`src/sv/tdpc_pkg.sv`:
```
`timescale 1ns / 1ps
// Shared types and constants for the trial-division prime counter.
// Used by tdpc_ctrl, tdpc_datapath and trial_division_prime_counter.
package tdpc_pkg;

  localparam int DEF_VALUE_WIDTH = 32;
  localparam int DEF_COUNT_WIDTH = 32;
  localparam int CAND_WIDTH      = 32;
  localparam int COUNT_OUT_WIDTH = 32;
  localparam int EVEN_PRIME      = 2;
  localparam int FIRST_DIVISOR   = 3;

  typedef enum logic [2:0] {
    ST_IDLE,
    ST_CLASSIFY,
    ST_BOUND,
    ST_DIVIDE,
    ST_TEST,
    ST_EMIT
  } tdpc_state_t;

  typedef struct packed {
    logic load;
    logic start_div;
    logic div_step;
    logic next_div;
    logic finish;
    logic prime;
  } tdpc_cmd_t;

  typedef struct packed {
    logic neg;
    logic le_one;
    logic is_two;
    logic even;
    logic bound_ok;
    logic bit_last;
    logic rem_zero;
    logic out_busy;
  } tdpc_status_t;

endpackage

```
`src/sv/tdpc_ctrl.sv`:
```
`timescale 1ns / 1ps
// Sequencer for the trial-division prime counter.
// Depends on tdpc_pkg; drives tdpc_datapath through command and status structs.
module tdpc_ctrl (
  input  logic                   clk,
  input  logic                   rst_n,
  input  logic                   in_valid,
  output logic                   in_ready,
  input  tdpc_pkg::tdpc_status_t status,
  output tdpc_pkg::tdpc_cmd_t    cmd
);
  import tdpc_pkg::*;

  tdpc_state_t state_r, state_nxt;
  logic        verdict_r, verdict_nxt;

  always_ff @(posedge clk) begin
    if (!rst_n) begin
      state_r <= ST_IDLE;
    end else begin
      state_r <= state_nxt;
    end
  end

  always_ff @(posedge clk) begin
    verdict_r <= verdict_nxt;
  end

  always_comb begin
    state_nxt   = state_r;
    verdict_nxt = verdict_r;
    case (state_r)
      ST_IDLE: begin
        if (in_valid) begin
          state_nxt = ST_CLASSIFY;
        end
      end
      ST_CLASSIFY: begin
        if (status.neg || status.le_one) begin
          verdict_nxt = 1'b0;
          state_nxt   = ST_EMIT;
        end else if (status.is_two) begin
          verdict_nxt = 1'b1;
          state_nxt   = ST_EMIT;
        end else if (status.even) begin
          verdict_nxt = 1'b0;
          state_nxt   = ST_EMIT;
        end else begin
          state_nxt = ST_BOUND;
        end
      end
      ST_BOUND: begin
        if (status.bound_ok) begin
          state_nxt = ST_DIVIDE;
        end else begin
          verdict_nxt = 1'b1;
          state_nxt   = ST_EMIT;
        end
      end
      ST_DIVIDE: begin
        if (status.bit_last) begin
          state_nxt = ST_TEST;
        end
      end
      ST_TEST: begin
        if (status.rem_zero) begin
          verdict_nxt = 1'b0;
          state_nxt   = ST_EMIT;
        end else begin
          state_nxt = ST_BOUND;
        end
      end
      ST_EMIT: begin
        if (!status.out_busy) begin
          state_nxt = ST_IDLE;
        end
      end
      default: begin
        state_nxt = ST_IDLE;
      end
    endcase
  end

  always_comb begin
    cmd       = '0;
    cmd.prime = verdict_r;
    in_ready  = 1'b0;
    case (state_r)
      ST_IDLE: begin
        in_ready = 1'b1;
        cmd.load = in_valid;
      end
      ST_BOUND: begin
        cmd.start_div = status.bound_ok;
      end
      ST_DIVIDE: begin
        cmd.div_step = 1'b1;
      end
      ST_TEST: begin
        cmd.next_div = !status.rem_zero;
      end
      ST_EMIT: begin
        cmd.finish = !status.out_busy;
      end
      default: begin
        cmd.load = 1'b0;
      end
    endcase
  end

  a_single_cmd: assert property (@(posedge clk) disable iff (!rst_n)
    $onehot0({cmd.load, cmd.start_div, cmd.div_step, cmd.next_div, cmd.finish}))
    else $error("more than one datapath command in a cycle");

endmodule

```
`src/sv/tdpc_datapath.sv`:
```
`timescale 1ns / 1ps
// Datapath: candidate, divisor and square registers, bit-serial remainder unit,
// running count and output register. Depends on tdpc_pkg.
module tdpc_datapath #(
  parameter int VALUE_WIDTH = tdpc_pkg::DEF_VALUE_WIDTH,
  parameter int COUNT_WIDTH = tdpc_pkg::DEF_COUNT_WIDTH
) (
  input  logic                                  clk,
  input  logic                                  rst_n,
  input  logic signed [tdpc_pkg::CAND_WIDTH-1:0] in_candidate,
  input  logic                                  in_first_of_run,
  input  tdpc_pkg::tdpc_cmd_t                   cmd,
  output tdpc_pkg::tdpc_status_t                status,
  input  logic                                  out_ready,
  output logic                                  out_valid,
  output logic                                  out_is_prime,
  output logic [tdpc_pkg::COUNT_OUT_WIDTH-1:0]  out_prime_count
);
  import tdpc_pkg::*;

  localparam int SQ_WIDTH  = VALUE_WIDTH + 2;
  localparam int BIT_WIDTH = $clog2(VALUE_WIDTH);
  localparam int FIRST_SQ  = FIRST_DIVISOR * FIRST_DIVISOR;

  logic [VALUE_WIDTH-1:0] value_r;
  logic                   first_r;
  logic [VALUE_WIDTH-1:0] div_r;
  logic [SQ_WIDTH-1:0]    sq_r;
  logic [VALUE_WIDTH-1:0] rem_r, rem_nxt;
  logic [VALUE_WIDTH-1:0] shift_r;
  logic [BIT_WIDTH-1:0]   bitcnt_r;
  logic [COUNT_WIDTH-1:0] count_r, count_nxt, count_base;
  logic                   out_valid_r;
  logic                   out_is_prime_r;
  logic [COUNT_OUT_WIDTH-1:0] out_count_r;

  logic [63:0]            cand_ext;
  logic [63:0]            count_ext;
  logic [VALUE_WIDTH:0]   trial, div_ext, trial_diff;

  assign cand_ext = {{(64 - CAND_WIDTH){in_candidate[CAND_WIDTH-1]}}, in_candidate};

  assign trial      = {rem_r, shift_r[VALUE_WIDTH-1]};
  assign div_ext    = {1'b0, div_r};
  assign trial_diff = trial - div_ext;
  assign rem_nxt    = (trial >= div_ext) ? trial_diff[VALUE_WIDTH-1:0]
                                         : trial[VALUE_WIDTH-1:0];

  assign count_base = first_r ? '0 : count_r;
  assign count_nxt  = (cmd.prime && (count_base != '1)) ? count_base + 1'b1 : count_base;
  assign count_ext  = 64'(count_nxt);

  assign status.neg      = value_r[VALUE_WIDTH-1];
  assign status.le_one   = value_r <= VALUE_WIDTH'(1);
  assign status.is_two   = value_r == VALUE_WIDTH'(EVEN_PRIME);
  assign status.even     = !value_r[0];
  assign status.bound_ok = sq_r <= {2'b00, value_r};
  assign status.bit_last = bitcnt_r == BIT_WIDTH'(VALUE_WIDTH - 1);
  assign status.rem_zero = rem_r == '0;
  assign status.out_busy = out_valid_r && !out_ready;

  always_ff @(posedge clk) begin
    if (cmd.load) begin
      value_r <= cand_ext[VALUE_WIDTH-1:0];
      first_r <= in_first_of_run;
      div_r   <= VALUE_WIDTH'(FIRST_DIVISOR);
      sq_r    <= SQ_WIDTH'(FIRST_SQ);
    end else if (cmd.next_div) begin
      div_r <= div_r + VALUE_WIDTH'(2);
      sq_r  <= sq_r + ({2'b00, div_r} << 2) + SQ_WIDTH'(4);
    end
    if (cmd.start_div) begin
      rem_r    <= '0;
      shift_r  <= value_r;
      bitcnt_r <= '0;
    end else if (cmd.div_step) begin
      rem_r    <= rem_nxt;
      shift_r  <= shift_r << 1;
      bitcnt_r <= bitcnt_r + 1'b1;
    end
    if (cmd.finish) begin
      out_is_prime_r <= cmd.prime;
      out_count_r    <= count_ext[COUNT_OUT_WIDTH-1:0];
    end
  end

  always_ff @(posedge clk) begin
    if (!rst_n) begin
      count_r     <= '0;
      out_valid_r <= 1'b0;
    end else begin
      if (cmd.finish) begin
        count_r     <= count_nxt;
        out_valid_r <= 1'b1;
      end else if (out_ready) begin
        out_valid_r <= 1'b0;
      end
    end
  end

  assign out_valid       = out_valid_r;
  assign out_is_prime    = out_is_prime_r;
  assign out_prime_count = out_count_r;

  a_count_step: assert property (@(posedge clk) disable iff (!rst_n)
    cmd.finish && cmd.prime && !first_r && (count_r != '1)
    |=> count_r == COUNT_WIDTH'($past(count_r) + 1'b1))
    else $error("running count did not advance on a prime");

  a_rem_bound: assert property (@(posedge clk) disable iff (!rst_n)
    $past(cmd.div_step) |-> rem_r < div_r)
    else $error("partial remainder not below divisor");

  a_div_odd: assert property (@(posedge clk) disable iff (!rst_n)
    cmd.div_step |-> div_r[0] && (div_r >= VALUE_WIDTH'(FIRST_DIVISOR)))
    else $error("trial divisor not an odd value of three or more");

  a_no_overwrite: assert property (@(posedge clk) disable iff (!rst_n)
    cmd.finish |-> !(out_valid_r && !out_ready))
    else $error("result written over a transaction still waiting");

endmodule

```
`src/sv/trial_division_prime_counter.sv`:
```
`timescale 1ns / 1ps
// Trial-division prime counter: top level joining tdpc_ctrl and tdpc_datapath.
// Depends on tdpc_pkg.
//
// Input channel (in_valid/in_ready): one candidate per transaction, with
// in_first_of_run clearing the running count before the candidate counts.
// Result channel (out_valid/out_ready): one transaction per candidate carrying
// the prime flag and the saturating running count after that candidate.
// Negatives, 0, 1, 2 and even values are settled without trial division;
// otherwise the odd divisors 3, 5, 7, ... are tried while their square does
// not exceed the candidate (at most about sqrt(candidate) / 2 of them), and
// the search stops at the first divisor that is a factor. Each divisor costs
// one bound check, a pass of the one-bit-a-cycle remainder unit and one zero
// test; that unit sets the rate.
// One candidate is in work at a time; the next is taken once its result sits
// in the output register, so a stalled receiver holds at most one result
// while the next candidate runs, and the block waits before writing another.
// Reset (rst_n low at a clock edge) empties the output register, clears the
// running count and returns the sequencer to idle.
module trial_division_prime_counter #(
  parameter int VALUE_WIDTH = tdpc_pkg::DEF_VALUE_WIDTH,
  parameter int COUNT_WIDTH = tdpc_pkg::DEF_COUNT_WIDTH
) (
  input  logic                                   clk,
  input  logic                                   rst_n,
  input  logic                                   in_valid,
  output logic                                   in_ready,
  input  logic signed [tdpc_pkg::CAND_WIDTH-1:0] in_candidate,
  input  logic                                   in_first_of_run,
  output logic                                   out_valid,
  input  logic                                   out_ready,
  output logic                                   out_is_prime,
  output logic [tdpc_pkg::COUNT_OUT_WIDTH-1:0]   out_prime_count
);
  import tdpc_pkg::*;

  tdpc_cmd_t    cmd;
  tdpc_status_t status;

  tdpc_ctrl u_ctrl (
    .clk      (clk),
    .rst_n    (rst_n),
    .in_valid (in_valid),
    .in_ready (in_ready),
    .status   (status),
    .cmd      (cmd)
  );

  tdpc_datapath #(
    .VALUE_WIDTH (VALUE_WIDTH),
    .COUNT_WIDTH (COUNT_WIDTH)
  ) u_datapath (
    .clk             (clk),
    .rst_n           (rst_n),
    .in_candidate    (in_candidate),
    .in_first_of_run (in_first_of_run),
    .cmd             (cmd),
    .status          (status),
    .out_ready       (out_ready),
    .out_valid       (out_valid),
    .out_is_prime    (out_is_prime),
    .out_prime_count (out_prime_count)
  );

endmodule
```
`config.mk`:
```
export PLATFORM = sky130hd
export DESIGN_NAME = trial_division_prime_counter
export DESIGN_NICKNAME = d
export VERILOG_FILES = /design/src/sv/tdpc_pkg.sv /design/src/sv/tdpc_ctrl.sv /design/src/sv/tdpc_datapath.sv /design/src/sv/trial_division_prime_counter.sv
export SDC_FILE = /design/constraint.sdc
export NUM_CORES = 1
export LEC_CHECK = 0
export ABC_AREA = 1
export BUFFER_PORTS_ARGS = -buffer_cell sky130_fd_sc_hd__buf_2
export CORE_ASPECT_RATIO = 0.5
export CORE_MARGIN = 3
export CORE_UTILIZATION = 54
export CTS_BUF_LIST = sky130_fd_sc_hd__clkbuf_4 sky130_fd_sc_hd__clkbuf_8 sky130_fd_sc_hd__clkbuf_16
export DETAILED_ROUTE_END_ITERATION = 10
export PLACE_DENSITY = 0.71
export SYNTH_ARGS = -nofsm -noshare
export SYNTH_HDL_FRONTEND = slang
export SYNTH_SLANG_ARGS = --single-unit
```
`constraint.sdc`:
```
create_clock -name clk -period 3.9 [get_ports clk]
set_clock_uncertainty 0.2 [all_clocks]
set_input_delay 0.195 -clock clk [delete_from_list [all_inputs] [get_ports clk]]
set_output_delay 0.195 -clock clk [all_outputs]
set_load 0.005 [all_outputs]
```
==> summary.txt, run 1 <==
Status
  • Status: completed

Setup path
  • Setup crit end kind: flip-flop
  • Crit path arrival time: 3310 ps
  • R2R cell count: 11
  • CP startpoint kind: flip-flop
  • Critical Path Fanout Max: 32
  • CP Class: flip-flop to flip-flop
  • Reg-to-Reg End: u_datapath.out_prime_count[25]
  • R2R setup slack: ~660 ps
  • Critical path origin: u_datapath.first_r
  • Crit path required time: 3960 ps
  • Critical path destination: u_datapath.out_prime_count[25]
  • Origin of the critical flop-to-flop path: u_datapath.first_r

Clock network
  • TritonCTS buffer count: 23
  • TritonCTS clock tree: yes
  • Worst skew pair latency: 540 ps
  • # clock sinks: 234
  • Clk buf depth: 3
  • Cts repair resizes: 0
  • Clock Pin Slew Worst Setup and Hold Paths: 70 ps
  • Depth of the CTS H-tree: 1
  • Setup bufs post-CTS: 0
  • Root Driver: clkbuf_16
  • Hold bufs inserted after CTS: 36

Synthesis
  • Mapped Cells: 2350
  • Area leader, netlist: edfxtp_1
  • Syn Std Cell Area: 16300 um^2
  • Post-synthesis xor/xnor area fraction: 4.30%
  • Largest family of logic cells by synthesized area: simple AND/OR/NAND/NOR gates
  • Syn Nets: between 2000 and 3000
  • Main flop type after synthesis: dfxtp_1
  • Ys async rst share: 0%
  • Area contributors post-synth: edfxtp_1, dfxtp_1, nand2_1
  • Post-synth EDFFs: 99
  • Synth Area in Simple Gates: 33.0%
  • Sequential fraction of the synthesis area: 34.9%
  • Synth top area share: between 10% and 20%
  • Netlist cell types: 42
  • Synth Register Bits: 234
  • Fraction of the mapped netlist area in adder cells: 9.78%
  • Syn avg cell area: 6.93 um^2
  • Mux contribution to synthesized area: 0%
  • Synth Area in Compound Gates: under 10%
  • YS warnings: 0

Final layout
  • Finished Cell Area: ~18000 um^2
  • Final Net Count: 2605
  • Ant diodes: 0
  • Share of cells above drive strength 1: under 10%
  • Layout area overhead: 11.2%

Drt
  • Routed len/inst: 15.8 um
  • Vias: 15392
  • Number of routed nets with antenna violations: 0
  • Initial DRC Count: 1167
  • Pre-antenna DRT Iters: 5
  • DRC Markers: 0
  • Final wirelength: between 40000 and 50000 um
  • Vias per cell: ~5.4

Power and ir drop
  • Switch share: between 40% and 50%
  • Combinational Power Share: 55.8%
  • PwrDens: 735 nW/um^2
  • Internal: 6900 uW
  • Peak supply drop: roughly 0.00046 V
  • Clock power frac: 17.0%
  • Sw Pwr: 6400 uW
  • Lkg Pwr: 0.00872 uW
  • Flop pwr share: 27.2%

Floorplanning
  • Num ports: between 70 and 80
  • Chip Height: ~130 um
  • Die span in x: 252 um
  • Starting density of the core: 55.5%
  • DIE AREA: 32400 um^2
  • Core ar.: roughly 29000 um^2
  • Row cnt: 44

Timing
  • Fin crit share: 83.1%
  • RSZ-0062 raised after global routing: false
  • Worst-Margin Slew: 914 ps
  • Max-slew headroom at the worst pin: between 30% and 40%
  • Hold Vio Cnt, Final: 0
  • # setup viols final: 0
  • Max Slew Vio Count: 0
  • Post-layout minimum cycle time: approximately 3200 ps
  • Setup TNS Final: 0 ps
  • Peak Freq: 308 MHz

GRT
  • Total track usage: 27.6%
  • Vias in the first global route: 14036
  • Global-route wire length before repair: 72400 um
  • Largest net degree at the start of global routing: 74
  • Initial antenna violation count: 0
  • Total gr overflow: 0

Placement
  • Placed Instance Area: 17000 um^2
  • Buffers on Ports: 71
  • Detailed placer's ending HPWL: 34400 um
  • RePlAce Congestion: 0.941

Hold path
  • Worst Hold Class: input pin to flip-flop

Job
  • Total of max-cap violations: 0
power by group through the flow:
| stage | Clock [uW] | Combinational [uW] | Sequential, uW |
|---|---|---|---|
| after floorplan | 0 | 5600 | 3500 |
| after CTS | 2300 | 7340 | 3610 |
| after detailed placement | 0 | 7280 | 3650 |
| after global routing | 2400 | 8470 | 3660 |
| final | 2260 | 7420 | 3610 |
| after global placement | 0 | 7230 | 3650 |
cells in the mapped netlist (4+ instances only):
cell / number
nand2_1: 694
inv_1: 301
nor2_1: 242
nand3_1: 185
a21oi_1: 153
dfxtp_1: 135
ha_1: 124
edfxtp_1: 99
o21ai_0: 99
nor3_1: 46
xor2_1: 44
nand4_1: 38
xnor2_1: 36
clkbuf_1: 28
buf_2: 15
nand3b_1: 12
a21o_1: 11
nor4_1: 11
nand2_2: 8
buf_4: 7
nor2_2: 7
nor2_4: 7
buf_6: 6
inv_2: 5
o21bai_1: 5
nor3_2: 4
o21a_1: 4
worst max-delay path: stages, from the launching register on:
cell and delay [ps]:
edfxtp_1 490, nor2_1 290, ha_1 200, inv_1 120
nor3_4 370, nand2_2 140, nor3_4 220, nand4_2 170
nand2_4 190, inv_2 280, nand2_1 200, nand2_1 100
per-stage QoR:
step	worst slack (ps)	cells	util, %	power (uW)	hold WS (ps)
after floorplan	951	2350	-	9100	92.6
after global placement	741	2772	57.9	10900	171
after detailed placement	720	2772	57.9	10900	174
after CTS	694	2850	61.7	13300	146
after global routing	472	2850	61.7	14500	167
final	657	2850	61.7	13300	157
layout make-up:
cell class / instances / area [um^2]
clock buffers: 27 / 606
flip-flops and latches: 234 / 5680
fillers: 2785 / 11200
inverters: 308 / 1160
clock inverters: 15 / 138
well taps: 391 / 489
repair buffers: 126 / 871
multi-input cells: 1749 / 9170
flip-flops by register name, indices dropped and copies added, names as in the netlist:
name and flops:
u_datapath.sq_r 31, u_datapath.first_r 1, u_datapath.bitcnt_r 5, u_datapath.count_r 32, u_datapath.out_prime_count 32, u_ctrl.verdict_r 1
u_datapath.value_r 32, u_datapath.shift_r 32, u_datapath.out_valid 1, u_datapath.out_is_prime 1, u_datapath.rem_r 32, u_datapath.div_r 31
u_ctrl.state_r 3
layer usage:
metal / track usage [%] / vias to the layer above / share of wire [%]
met5: 0 / - / 0
met4: 6.47 / 0 / 2.2
met3: 3.78 / 69 / 6.5
met2: 44.8 / 461 / 44
met1: 39.3 / 7036 / 47
li1: - / 7826 / -
cell families (layout without fill, tap and decap cells):
logic type                 count (synthesis)  after routing
AOI/OAI and AO/OA                        280            280
xor gates and xnor gates                  80             80
and+or+nand+nor                         1263           1263
DFF                                      234            234
adders and majority gates                126            126
buffers and inverters                    367            476
worst min path at each step:
stage / from / end / slack, ps / cells past startpoint
after floorplan: rst_n / u_ctrl.state_r[1] / 90 / 2
after global placement: in_candidate[22] / u_datapath.value_r[22] / 170 / 1
after detailed placement: in_candidate[18] / u_datapath.value_r[18] / 170 / 1
after CTS: in_candidate[6] / u_datapath.value_r[6] / 150 / 2
after global routing: in_candidate[30] / u_datapath.value_r[30] / 170 / 2
final: in_candidate[27] / u_datapath.value_r[27] / 160 / 2
placed cells by master (no fill, tap or decap), drive strengths merged, types with 90 or more instances in the layout:
cell,Yosys,layout
buf,31,90
a21oi,153,153
ha,124,124
nand3,186,186
edfxtp,99,99
inv,306,310
nor2,256,256
dfxtp,135,135
o21ai,99,99
nand2,703,703
Note: power is estimated with default switching activity, not from simulation.
==> run 2, diff against run 1 <==
==> constraint.sdc (replaced) <==
create_clock -name clk -period 3.24 [get_ports clk]
set_clock_uncertainty 0.2 [all_clocks]
set_input_delay 0.162 -clock clk [delete_from_list [all_inputs] [get_ports clk]]
set_output_delay 0.162 -clock clk [all_outputs]
set_load 0.005 [all_outputs]
==> run 2 against run 1 <==
Compared with the run above:
- first-iteration DRC count up 5.8%
- sequential cell count unchanged
- sequential share of layout area down 0.41 points
- core utilization up 0.82 points
- total power up 22%
- clock-buffer cell count up 2
- cell count up 0.84%
- via count up 0.64%
- critical endpoint is now u_datapath.rem_r[23]
- largest cell class unchanged
- largest power group unchanged
==> summary.txt, run 2 (synthesized netlist as in run 1, its figures left out) <==
Placement
  • Placed insts: 2794
  • Placed Instance Area: 17200 um^2
  • Placement Setup Slack: ~230 ps
  • RePlAce Congestion: 0.985
  • Buffers on Ports: just over 70
  • Detailed placer's ending HPWL: 34700 um

Drt
  • DRC Markers: 0
  • Initial DRC Count: 1235
  • Vias: 15490
  • Vias per cell: 5.39
  • Routed len/inst: 15.9 um
  • Number of routed nets with antenna violations: 0
  • Final wirelength: 45700 um
  • Pre-antenna DRT Iters: 8

Floorplanning
  • DIE AREA: 32400 um^2
  • Core ar.: 29300 um^2
  • Die span in x: 252 um
  • Starting density of the core: 55.5%
  • Row cnt: 44
  • Chip Height: between 100 and 150 um
  • Num ports: between 70 and 80

Timing
  • Max-slew headroom at the worst pin: 36.2%
  • Post-layout minimum cycle time: 3000 ps
  • Peak Freq: 334 MHz
  • Worst-Margin Slew: about 960 ps
  • Setup TNS Final: 0 ps
  • Max Slew Vio Count: 0
  • Fin crit share: ~92%
  • Hold Vio Cnt, Final: 0
  • Setup ws final: ~240 ps
  • # setup viols final: 0
  • RSZ-0062 raised after global routing: false

Clock network
  • Clk buf depth: 3
  • TritonCTS buffer count: 24
  • Depth of the CTS H-tree: 1
  • TritonCTS clock tree: yes
  • # clock sinks: 234
  • Worst skew pair latency: between 500 and 600 ps
  • Root Driver: clkbuf_16
  • Clock Pin Slew Worst Setup and Hold Paths: about 70 ps

GRT
  • Total track usage: 28.2%
  • Vias in the first global route: between 10000 and 15000
  • Initial antenna violation count: 0
  • Total gr overflow: 0
  • Global-route wire length before repair: about 74000 um
  • Largest net degree at the start of global routing: 67

Setup path
  • Setup crit end kind: flip-flop
  • Critical Path Fanout Max: 20
  • R2R setup slack: roughly 240 ps
  • Crit path required time: 3470 ps
  • CP Class: flip-flop to flip-flop
  • Crit path arrival time: 3230 ps
  • CP startpoint kind: flip-flop

Final layout
  • Register Area: 5680 um^2
  • Share of cells above drive strength 1: 7.85%
  • Finished Cell Area: 18300 um^2
  • Multi-input logic area: 9170 um^2
  • Commonest non-fill, non-tap cell in the layout: nand2_1
  • Final core utilization: 62.5%
  • Most frequent cells in the layout: nand2_1, inv_1, nor2_1
  • Number of fill cells: 2695
  • Layout area overhead: 12.7%
  • Final Net Count: 2628
  • Ant diodes: 0
  • Post-route insts no fill: 2874

Power and ir drop
  • Peak supply drop: 0.000723 V
  • Lkg Pwr: approximately 0.009 uW
  • PwrDens: 885 nW/um^2

Status
  • Status: completed

Job
  • Total of max-cap violations: 0

Hold path
  • Worst Hold Class: input pin to flip-flop
-- run 2: cell count changes in the layout (fill, tap and decap cells not counted), moves of 2 or more --
cell	before	now
buf_4	18	37
buf_12	1	4
clkinv_2	5	2
clkinvlp_4	2	5
clkinv_8	0	2
inv_6	3	1
-- run 2: routing by layer --
metal | global-route usage [%] | wire [um]
met5 | 0 | 0
met4 | 5.75 | 715
met3 | 3.98 | 2770
met2 | 47.8 | 20800
met1 | 38.7 | 21400
-- run 2: final timing paths --
path | from | end | cells after the start
max | u_datapath.div_r[26] | u_datapath.rem_r[23] | 11
min | in_candidate[9] | u_datapath.value_r[9] | 2
min reg2reg | u_datapath.bitcnt_r[4] | u_datapath.bitcnt_r[4] | 2
max reg2reg | u_datapath.div_r[26] | u_datapath.rem_r[23] | 11
-- run 2: report_power, final --
group | total [uW] | internal [uW] | switching [uW]
Sequential | 4360 | 3850 | 512
Clock | 2770 | 1510 | 1260
Combinational | 9110 | 3080 | 6030
-- run 2: per-stage QoR --
step           total power (uW)  hold slack, ps
3_3_place_gp              13200             138
5_1_grt                   17700             106
4_1_cts                   16200            93.6
3_5_place_dp              13300             140
2_1_floorplan             11000            59.6
6_report                  16200             110
-- run 2: timing repair --
| action | in CTS | in global routing |
|---|---|---|
| endpoints found under the setup margin | 0 | 6 |
| resized for setup | 0 | 2 |
| hold buffers | 36 | 0 |
| endpoints found under the hold margin | 66 | 0 |
| buffers inserted | 0 | 0 |
-- run 2: layout make-up --
cell class	instances	area share, %
timing repair buffer	148	5.85
tap	391	2.67
clock inverter	15	0.757
sequential	234	30.9
multi-input combinational	1749	50.0
clock buffer	29	3.48
inverter	308	6.30
-- run 2: critical path, cell delays in order, from the launching register on --
cell and delay [ps]:
dfxtp_1 400, inv_1 140, ha_1 360, inv_1 90
o21bai_1 110, a21oi_1 260, o21ai_0 160, nor2_2 500
buf_4 380, nand3_1 110, nand3_1 90, nand2_1 60
